--- src/sv/itoa_pkg.sv ---
// Package with the constants, transaction types and the digit character helper of the radix converter.
`default_nettype none
package itoa_pkg;

    localparam int VALUE_BITS = 16;
    localparam int MAX_PAD    = 32;
    localparam int BASE_W     = 5;
    localparam int PAD_W      = 6;
    localparam int CHAR_W     = 8;
    localparam int LEN_W      = 6;
    localparam int COUNT_W    = $clog2(VALUE_BITS + 1);
    localparam int IDX_W      = $clog2(VALUE_BITS);
    localparam int REM_W      = 4;
    localparam int STEP_BITS  = 4;
    localparam int DIV_CYCLES = VALUE_BITS / STEP_BITS;
    localparam int STEP_CNT_W = $clog2(DIV_CYCLES);

    localparam logic [BASE_W-1:0] MIN_RADIX = BASE_W'(2);
    localparam logic [BASE_W-1:0] MAX_RADIX = BASE_W'(16);

    localparam logic [CHAR_W-1:0] CHAR_MINUS = 8'h2D;
    localparam logic [CHAR_W-1:0] CHAR_ZERO  = 8'h30;
    localparam logic [CHAR_W-1:0] CHAR_UPPER_A = 8'h41;
    localparam logic [REM_W-1:0]  DECIMAL_DIGITS = REM_W'(10);

    typedef struct packed {
        logic signed [VALUE_BITS-1:0] number;
        logic [BASE_W-1:0]            base;
        logic [PAD_W-1:0]             min_digits;
    } t_in;

    typedef struct packed {
        logic [CHAR_W-1:0] character;
        logic              is_final;
        logic [LEN_W-1:0]  total_length;
    } t_out;

    function automatic logic [CHAR_W-1:0] digit_char(input logic [REM_W-1:0] digit);
        logic [CHAR_W-1:0] ch;
        if (digit < DECIMAL_DIGITS) begin
            ch = CHAR_ZERO + CHAR_W'(digit);
        end else begin
            ch = CHAR_UPPER_A + CHAR_W'(digit - DECIMAL_DIGITS);
        end
        return ch;
    endfunction

endpackage
`default_nettype wire

--- src/sv/int_to_ascii_radix_padded.sv ---
// Top level of the signed integer to ASCII converter with radix and zero padding.
`default_nettype none
// One transaction converts a signed 16-bit value into ASCII characters, most significant
// first: an optional '-', zero padding up to the minimum digit count (at most 32), then the
// digits in 0-9A-F. The radix is clamped to 2..16. Digits come from a shared divider that
// retires four quotient bits per cycle; then one character is sent per cycle. A new start
// is taken only once the previous transaction is done and busy is low. Results appear for
// one cycle on o_result with o_strobe high and cannot be stalled by the receiver.
module int_to_ascii_radix_padded (
    input  wire logic          i_clk,
    input  wire logic          i_rst_n,
    input  wire logic          start,
    output logic               busy,
    input  wire itoa_pkg::t_in i_item,
    output logic               o_strobe,
    output itoa_pkg::t_out     o_result
);

    localparam logic [2:0] S_IDLE  = 3'd0;
    localparam logic [2:0] S_DIV   = 3'd1;
    localparam logic [2:0] S_SIGN  = 3'd2;
    localparam logic [2:0] S_PAD   = 3'd3;
    localparam logic [2:0] S_DIGIT = 3'd4;

    logic [2:0]                          r_state, n_state;
    logic [itoa_pkg::VALUE_BITS-1:0]     r_dividend, n_dividend;
    logic [itoa_pkg::REM_W-1:0]          r_rem, n_rem;
    logic [itoa_pkg::BASE_W-1:0]         r_radix, n_radix;
    logic [itoa_pkg::PAD_W-1:0]          r_minpad, n_minpad;
    logic [itoa_pkg::PAD_W-1:0]          r_pad, n_pad;
    logic [itoa_pkg::COUNT_W-1:0]        r_digit_count, n_digit_count;
    logic [itoa_pkg::STEP_CNT_W-1:0]     r_step, n_step;
    logic                                r_neg, n_neg;
    logic [itoa_pkg::LEN_W-1:0]          r_total, n_total;
    logic                                r_strobe, n_strobe;
    itoa_pkg::t_out                      r_result, n_result;
    logic [itoa_pkg::REM_W-1:0]          r_digit_store [itoa_pkg::VALUE_BITS];

    logic [itoa_pkg::VALUE_BITS-1:0]     raw;
    logic [itoa_pkg::VALUE_BITS-1:0]     div_quo;
    logic [itoa_pkg::REM_W-1:0]          div_rem;
    logic [itoa_pkg::REM_W:0]            trial;
    logic [itoa_pkg::COUNT_W-1:0]        count_next;
    logic [itoa_pkg::PAD_W-1:0]          pad_next;
    logic [itoa_pkg::COUNT_W-1:0]        read_count;
    logic                                store_digit;

    assign busy     = (r_state != S_IDLE);
    assign o_strobe = r_strobe;
    assign o_result = r_result;
    assign raw      = unsigned'(i_item.number);

    always_comb begin
        div_rem = r_rem;
        div_quo = r_dividend;
        trial   = '0;
        for (int k = 0; k < itoa_pkg::STEP_BITS; k++) begin
            trial   = {div_rem, div_quo[itoa_pkg::VALUE_BITS-1]};
            div_quo = {div_quo[itoa_pkg::VALUE_BITS-2:0], 1'b0};
            if (trial >= r_radix) begin
                trial      = trial - r_radix;
                div_quo[0] = 1'b1;
            end
            div_rem = trial[itoa_pkg::REM_W-1:0];
        end
    end

    assign count_next = r_digit_count + itoa_pkg::COUNT_W'(1);
    assign pad_next   = (r_minpad > itoa_pkg::PAD_W'(count_next))
                      ? r_minpad - itoa_pkg::PAD_W'(count_next) : '0;
    assign read_count = r_digit_count - itoa_pkg::COUNT_W'(1);
    assign store_digit = (r_state == S_DIV)
                       && (r_step == itoa_pkg::STEP_CNT_W'(itoa_pkg::DIV_CYCLES - 1));

    always_comb begin
        n_state       = r_state;
        n_dividend    = r_dividend;
        n_rem         = r_rem;
        n_radix       = r_radix;
        n_minpad      = r_minpad;
        n_pad         = r_pad;
        n_digit_count = r_digit_count;
        n_step        = r_step;
        n_neg         = r_neg;
        n_total       = r_total;
        n_strobe      = 1'b0;
        n_result      = r_result;
        unique case (r_state)
            S_IDLE: begin
                if (start) begin
                    n_neg = raw[itoa_pkg::VALUE_BITS-1];
                    n_dividend = n_neg ? (~raw + itoa_pkg::VALUE_BITS'(1)) : raw;
                    if (i_item.base < itoa_pkg::MIN_RADIX) begin
                        n_radix = itoa_pkg::MIN_RADIX;
                    end else if (i_item.base > itoa_pkg::MAX_RADIX) begin
                        n_radix = itoa_pkg::MAX_RADIX;
                    end else begin
                        n_radix = i_item.base;
                    end
                    if (i_item.min_digits > itoa_pkg::PAD_W'(itoa_pkg::MAX_PAD)) begin
                        n_minpad = itoa_pkg::PAD_W'(itoa_pkg::MAX_PAD);
                    end else begin
                        n_minpad = i_item.min_digits;
                    end
                    n_rem         = '0;
                    n_step        = '0;
                    n_digit_count = '0;
                    n_state       = S_DIV;
                end
            end
            S_DIV: begin
                n_dividend = div_quo;
                n_rem      = div_rem;
                n_step     = r_step + itoa_pkg::STEP_CNT_W'(1);
                if (store_digit) begin
                    n_digit_count = count_next;
                    n_rem         = '0;
                    n_step        = '0;
                    if (div_quo == '0) begin
                        n_pad   = pad_next;
                        n_total = itoa_pkg::LEN_W'(r_neg) + itoa_pkg::LEN_W'(pad_next)
                                + itoa_pkg::LEN_W'(count_next);
                        if (r_neg) begin
                            n_state = S_SIGN;
                        end else if (pad_next != '0) begin
                            n_state = S_PAD;
                        end else begin
                            n_state = S_DIGIT;
                        end
                    end
                end
            end
            S_SIGN: begin
                n_strobe                = 1'b1;
                n_result.character      = itoa_pkg::CHAR_MINUS;
                n_result.is_final       = 1'b0;
                n_result.total_length   = '0;
                n_state = (r_pad != '0) ? S_PAD : S_DIGIT;
            end
            S_PAD: begin
                n_strobe                = 1'b1;
                n_result.character      = itoa_pkg::CHAR_ZERO;
                n_result.is_final       = 1'b0;
                n_result.total_length   = '0;
                n_pad                   = r_pad - itoa_pkg::PAD_W'(1);
                if (r_pad == itoa_pkg::PAD_W'(1)) begin
                    n_state = S_DIGIT;
                end
            end
            S_DIGIT: begin
                n_strobe           = 1'b1;
                n_result.character =
                    itoa_pkg::digit_char(r_digit_store[read_count[itoa_pkg::IDX_W-1:0]]);
                n_digit_count      = read_count;
                if (r_digit_count == itoa_pkg::COUNT_W'(1)) begin
                    n_result.is_final     = 1'b1;
                    n_result.total_length = r_total;
                    n_state               = S_IDLE;
                end else begin
                    n_result.is_final     = 1'b0;
                    n_result.total_length = '0;
                end
            end
            default: begin
                n_state = S_IDLE;
            end
        endcase
    end

    always_ff @(posedge i_clk) begin
        if (!i_rst_n) begin
            r_state       <= S_IDLE;
            r_strobe      <= 1'b0;
            r_step        <= '0;
            r_digit_count <= '0;
            r_pad         <= '0;
            r_neg         <= 1'b0;
        end else begin
            r_state       <= n_state;
            r_strobe      <= n_strobe;
            r_step        <= n_step;
            r_digit_count <= n_digit_count;
            r_pad         <= n_pad;
            r_neg         <= n_neg;
        end
    end

    always_ff @(posedge i_clk) begin
        r_dividend <= n_dividend;
        r_rem      <= n_rem;
        r_radix    <= n_radix;
        r_minpad   <= n_minpad;
        r_total    <= n_total;
        r_result   <= n_result;
        if (store_digit) begin
            r_digit_store[r_digit_count[itoa_pkg::IDX_W-1:0]] <= div_rem;
        end
    end

endmodule
`default_nettype wire
--- config.mk ---
export PLATFORM = sky130hd
export DESIGN_NAME = int_to_ascii_radix_padded
export DESIGN_NICKNAME = d
export VERILOG_FILES = /design/src/sv/itoa_pkg.sv /design/src/sv/int_to_ascii_radix_padded.sv
export SDC_FILE = /design/constraint.sdc
export NUM_CORES = 1
export LEC_CHECK = 0
export ABC_AREA = 1
export BUFFER_PORTS_ARGS = -buffer_cell sky130_fd_sc_hd__buf_2
export CORE_ASPECT_RATIO = 0.9
export CORE_UTILIZATION = 35
export CTS_CLUSTER_DIAMETER = 120
export DETAILED_ROUTE_END_ITERATION = 16
export PLACE_DENSITY = 0.53
export RECOVER_POWER = 25
export SLEW_MARGIN = 10
export SYNTH_ARGS = -nofsm -noshare
export SYNTH_HDL_FRONTEND = slang
export SYNTH_SLANG_ARGS = --single-unit
--- constraint.sdc ---
create_clock -name i_clk -period 9.2 [get_ports i_clk]
set_clock_uncertainty 0.15 [all_clocks]
set_input_delay 0.92 -clock i_clk [delete_from_list [all_inputs] [get_ports i_clk]]
set_output_delay 0.92 -clock i_clk [all_outputs]
set_load 0.02 [all_outputs]
After elaboration in Yosys (flattened, before gate mapping)

Memories as Yosys holds them, arrays and structs flattened.
Index checks and enable logic that the tools add are counted.

Add/subtract/negate cells: 15
$lt $le $gt $ge: 9
Equality and inequality tests: 12
Mux-type cells: 40
Bitwise gates (word level): 1
Reductions and logical operators: 18

Operator list:

| operator                | count |
|---|---|
| $pmux W15 S3            | 1 |
| $mux W16                | 2 |
| $pmux W16 S2            | 1 |
| $mux W3                 | 8 |
| $mux W4                 | 6 |
| $ge A5 B5 Y1            | 4 |
| $mux W6                 | 3 |
| $add A16 B1 Y16 const B | 1 |
| $logic_not A16 Y1       | 1 |
| $not A16 Y16            | 1 |
| $sub A4 B4 Y4           | 4 |
| $mux W5                 | 3 |
| $pmux W3 S5             | 1 |
| $pmux W5 S3             | 1 |
| $pmux W6 S2             | 1 |
| $reduce_bool A6 Y1      | 2 |
| $reduce_and A3 Y1       | 3 |
| $reduce_bool A3 Y1      | 3 |
| $add A7 B8 Y8 const A   | 1 |
| $mux W8                 | 1 |
| $ne A2 B2 Y1 const B    | 4 |
| $pmux W4 S2             | 1 |
| $add A6 B4 Y7 const A   | 1 |
| $mux W1                 | 7 |
| other kinds (30)        | 34 |

Flip-flop bits (word level): 70
RAM bits: 64
Input bits: 30
Output and inout bits: 17
Logic and storage cells: 111
Memories kept: 1

Memories:

| memory        | depth | bits a word | read ports | clocked after Yosys merged registers in | write ports | line                            | source |
|---|---|---|---|---|---|---|---|
| r_digit_store | 16    | 4           | 1          | 0                                       | 1           | int_to_ascii_radix_padded.sv:37 | `logic [itoa_pkg::REM_W-1:0] r_digit_store [itoa_pkg::VALUE_BITS];` |

Depth between registers and ports, before layout

Depth in word-level cells: 12
Depth in mapped cells: 37
Depth with buffers taken out: 37

Least setup slack after synthesis

No wires, ideal clock.

Path type: register to register
Start point: register r_radix[1] (netlist name)
End point: register r_total[0] (netlist name) (enable)
Library setup time: 0.350 ns
Arrival time: 4.794 ns
Data required time: 8.700 ns
Slack: 3.907 ns
Cell stages (with the launch flop): 30
Path buffers: 0
Clock period less this slack: 5.293 ns
Cells stage by stage: edfxtp_1 inv_1 ha_1 nand2_1 inv_1 nand4_1 nand3_2 mux2_2 ha_1 nand2_1 nand2_1 a21oi_1 nand3_1 inv_1 o21ai_0 ha_1 nand2_1 inv_1 nand4_1 nand3_1 inv_1 o21ai_0 ha_1 nand2_1 inv_1 nand3_1 nand3_1 nor2_1 nand3_1 nor2_1

Longest elaborated chain between the ends: 10
Elaborated cells between the ends (all ways): 16
Those cells by class: 3 x add/sub; 4 x order compare; 7 x mux; 2 x reduce/logical

RTL lines:

| what                                          | line                                                             | source |
|---|---|---|
| start, declared                               | int_to_ascii_radix_padded.sv:28                                  | `logic [itoa_pkg::BASE_W-1:0] r_radix, n_radix;` |
| start signal, assigned                        | int_to_ascii_radix_padded.sv:191                                 | `r_radix <= n_radix;` |
| $sub A4 B4 Y4 or $ge A5 B5 Y1 (tied branches) | int_to_ascii_radix_padded.sv:61, int_to_ascii_radix_padded.sv:60 |  |
| $mux W4                                       | int_to_ascii_radix_padded.sv:60                                  | `if (trial >= r_radix) begin` |
| $sub A4 B4 Y4 or $ge A5 B5 Y1 (tied branches) | int_to_ascii_radix_padded.sv:61, int_to_ascii_radix_padded.sv:60 |  |
| $mux W4                                       | int_to_ascii_radix_padded.sv:60                                  |  |
| $sub A4 B4 Y4 or $ge A5 B5 Y1 (tied branches) | int_to_ascii_radix_padded.sv:61, int_to_ascii_radix_padded.sv:60 |  |
| $mux W4                                       | int_to_ascii_radix_padded.sv:60                                  |  |
| $ge A5 B5 Y1                                  | int_to_ascii_radix_padded.sv:60                                  |  |
| $mux W1                                       | int_to_ascii_radix_padded.sv:60                                  |  |
| $logic_not A16 Y1 *                           | int_to_ascii_radix_padded.sv:119                                 | `if (div_quo == '0) begin` |
| $reduce_and A3 Y1 (no line) *                 | -                                                                |  |
| end signal, assigned                          | int_to_ascii_radix_padded.sv:193                                 | `r_total <= n_total;` |
| end, declared                                 | int_to_ascii_radix_padded.sv:34                                  | `logic [itoa_pkg::LEN_W-1:0] r_total, n_total;` |

Every way passes the cells marked *; elsewhere a longest branch is shown, timed or not.
A chain may end at the register's enable or synchronous reset.

Worst setup path in the final report

Start point: register r_radix[1] (netlist name)
End point: register r_total[3] (netlist name) (enable)

The elaborated chain is that of the path after synthesis.

==> flow_summary.yaml <==
routing:
  drt-total-wl_um: 18800
  wire_per_inst_um: 15.3
  drc: 0
  via_count: 5901
  first_pass_iters: 5
  drt-initial-drc-count: 490
  viasPerCell: 4.79
  postRouteAntennaNets: 0
layout:
  layout_commonest_cell: "nand2_1"
  multiInputGateArea_mm2: 0.00338
  nFillCells: 2208
  final_cell_mix: "nand2_1, inv_1, nor2_1, edfxtp_1, o21ai_0"
  register_area_mm2: 0.00381
  area.growth.synth_to_final_pct: 14.1
  n_antenna_cell: 0
  drive_gt1_share_pct: 9.46
  fin_nets: 1007
sta:
  timing.fmax_ghz: 0.157
  fin_setup_tns_ps: 0
  max-slew-margin-rel_pct: -27.0
  hold_viol: 0
  worst_slew_pin_slew_ps: 1900
  setup_viol: 0
  min_period_over_period_pct: 69.4
  min_period_ps: 6380
  rsz0062_at_grt: "no"
  slew_viol_final: 37
clock_network:
  clkLatencyLatePin_ps: 420
  cts_tree: "built"
  cts_buffers: 17
  clk_path_buf_depth: 2
  htree_levels: 4
  postCtsHoldBufs: 0
  post_cts_resized: 0
  path_clk_slew_ps: 70
  cts_setup_buffers: 0
  clock-sinks: 133
  cts-root-buf: "clkbuf_16"
placement:
  dp_hpwl_um: 13500
  gp_congestion: 0.848
  io_buffers: 45
global_routing:
  first_global_vias: 5597
  grtUsageTotal_pct: 17.2
  grt_max_degree: 41
  antenna_found_initial: 0
  overflow: 0
  grt_pass1_wl_um: 30300
setup_path:
  cp_top_family: "simple AND/OR/NAND/NOR gates"
  critical_path_arrival_ps: 6280
  startpoint_type: "register"
  cp_max_fo: 9
  worstSetupEndpointType: "register"
  path_class: "register to register"
  cp.buffers_inverters: 6
  cp_common_cell: "inv_1"
  critical_path.slowest_cell: "edfxtp_1"
  max_stage_delay_ps: 460
  required_ps: 9100
synth:
  avgSynthCellArea_um2: 8.85
  ys_warn_count: 0
  synthTopCellsByArea: "edfxtp_1, nand2_1, ha_1"
  syn_area_mm2: 0.00780
  yosysTopAreaCell: "edfxtp_1"
  synth_edf_count: 115
  synth_top_area_share_pct: 44.3
  ys_seq_area_share_pct: 48.9
  synthCells: 881
  async_flop_share_pct: 0
  ys.flop_type: "edfxtp_1"
  ys_seq_elements: 133
  synthesis.nets: 960
  synth.distinct_cells: 47
die:
  die_area_mm2: 0.0229
  dieWidth_um: 159
  initial_core_util_pct: 35.8
  die_h_um: 144
  rows: 51
  core-area_mm2: 0.0218
  ios: 47
run_status:
  outcome: "complete, but fails checks"
  violations: "capacitance limit, slew limit"
job:
  maxCapViolCount: 2
hold_path:
  min_path_type: "register to register"
Yosys cell counts (2+ instances only):
| cell | number |
|---|---|
| edfxtp_1 | 115 |
| xor2_1 | 22 |
| fa_1 | 7 |
| xnor2_1 | 10 |
| nor2_2 | 2 |
| a21o_1 | 2 |
| nor2_1 | 121 |
| a21oi_1 | 34 |
| dfxtp_1 | 18 |
| a31oi_1 | 3 |
| nand3_1 | 42 |
| nand2_1 | 167 |
| nand3_2 | 4 |
| ha_1 | 42 |
| o221ai_1 | 2 |
| nor3_1 | 7 |
| buf_2 | 9 |
| or2_2 | 4 |
| o21ai_1 | 3 |
| a221oi_1 | 2 |
| o21ai_0 | 76 |
| nand4_1 | 12 |
| o211ai_1 | 13 |
| inv_1 | 118 |
| clkbuf_1 | 6 |
| o21ai_2 | 2 |
| o22ai_1 | 3 |
| nand2_2 | 5 |
| inv_2 | 9 |
| buf_4 | 4 |
per-layer routing:
layer | wire, um | vias up | share of wire [%] | GRT usage (%)
met4 | 173 | 0 | 0.92 | 3.90
li1 | - | 3032 | - | -
met2 | 8480 | 109 | 45 | 27.9
met5 | 0 | - | 0 | 0
met3 | 693 | 14 | 3.7 | 3.29
met1 | 9470 | 2746 | 50 | 23.8
path summary, 6_finish.rpt:
| kind | start | to | slack (ps) | depth (start not counted) |
|---|---|---|---|---|
| setup / recovery | r_radix[1]$_SDFFCE_PP1P_ | r_total[3]$_DFFE_PP_ | 2820 | 29 |
| hold / removal | r_step[0]$_SDFFE_PN0P_ | r_step[0]$_SDFFE_PN0P_ | 320 | 1 |
| setup reg to reg | r_radix[1]$_SDFFCE_PP1P_ | r_total[3]$_DFFE_PP_ | 2820 | 29 |
| hold reg to reg | r_step[0]$_SDFFE_PN0P_ | r_step[0]$_SDFFE_PN0P_ | 320 | 1 |
final cells by class:
class                      count  share of cell area, %
clock buffer                  17                   4.78
inverter                     129                   5.53
clock inverter                15                   2.26
timing repair buffer          49                   2.49
multi-input combinational    598                   38.0
tap                          291                   4.09
sequential                   133                   42.9
worst reg2reg max path: cells and delay by family (launching register included):
family | cells | cell delay [ps]
flops | 1 | 460
mux | 1 | 350
buf+inv | 6 | 740
compound gates | 3 | 700
fa+ha+maj | 4 | 1370
simple gates | 15 | 2230
sequential cells by signal, indices dropped and copies added (netlist names):
name,flops
r_neg,1
r_rem,4
r_minpad,6
r_pad,6
r_step,2
r_digit_count,5
o_result,14
o_strobe,1
r_dividend,16
r_digit_store,64
r_state,3
r_radix,5
r_total,6
logic make-up after synthesis:
| family | count (synthesis) | share of synthesized area (%) |
|---|---|---|
| adders and majority gates | 49 | 8.53 |
| DFF | 133 | 48.9 |
| other | 1 | 0.0481 |
| AOI/OAI and AO/OA | 144 | 10.3 |
| xor gates and xnor gates | 34 | 4.15 |
| and+or+nand+nor | 369 | 20.2 |
| buffers and inverters | 150 | 7.75 |
| muxes | 1 | 0.144 |
metrics by stage:
step | setup WS, ps | util (%) | instance area [um2] | std cells | hold slack (ps)
finish | 2820 | 40.9 | 8900 | 1232 | 321
global route | 2310 | 40.9 | 8900 | 1232 | 342
CTS | 2900 | 41.1 | 8930 | 1232 | 322
detailed placement | 2940 | 38.2 | 8310 | 1200 | 310
global placement | 3130 | 38.2 | 8310 | 1200 | 305
floorplan | 3910 | - | 7800 | 881 | 282
Power is not shown: default switching activity piles up to over one toggle a cycle in this logic, so the estimate is an artifact.
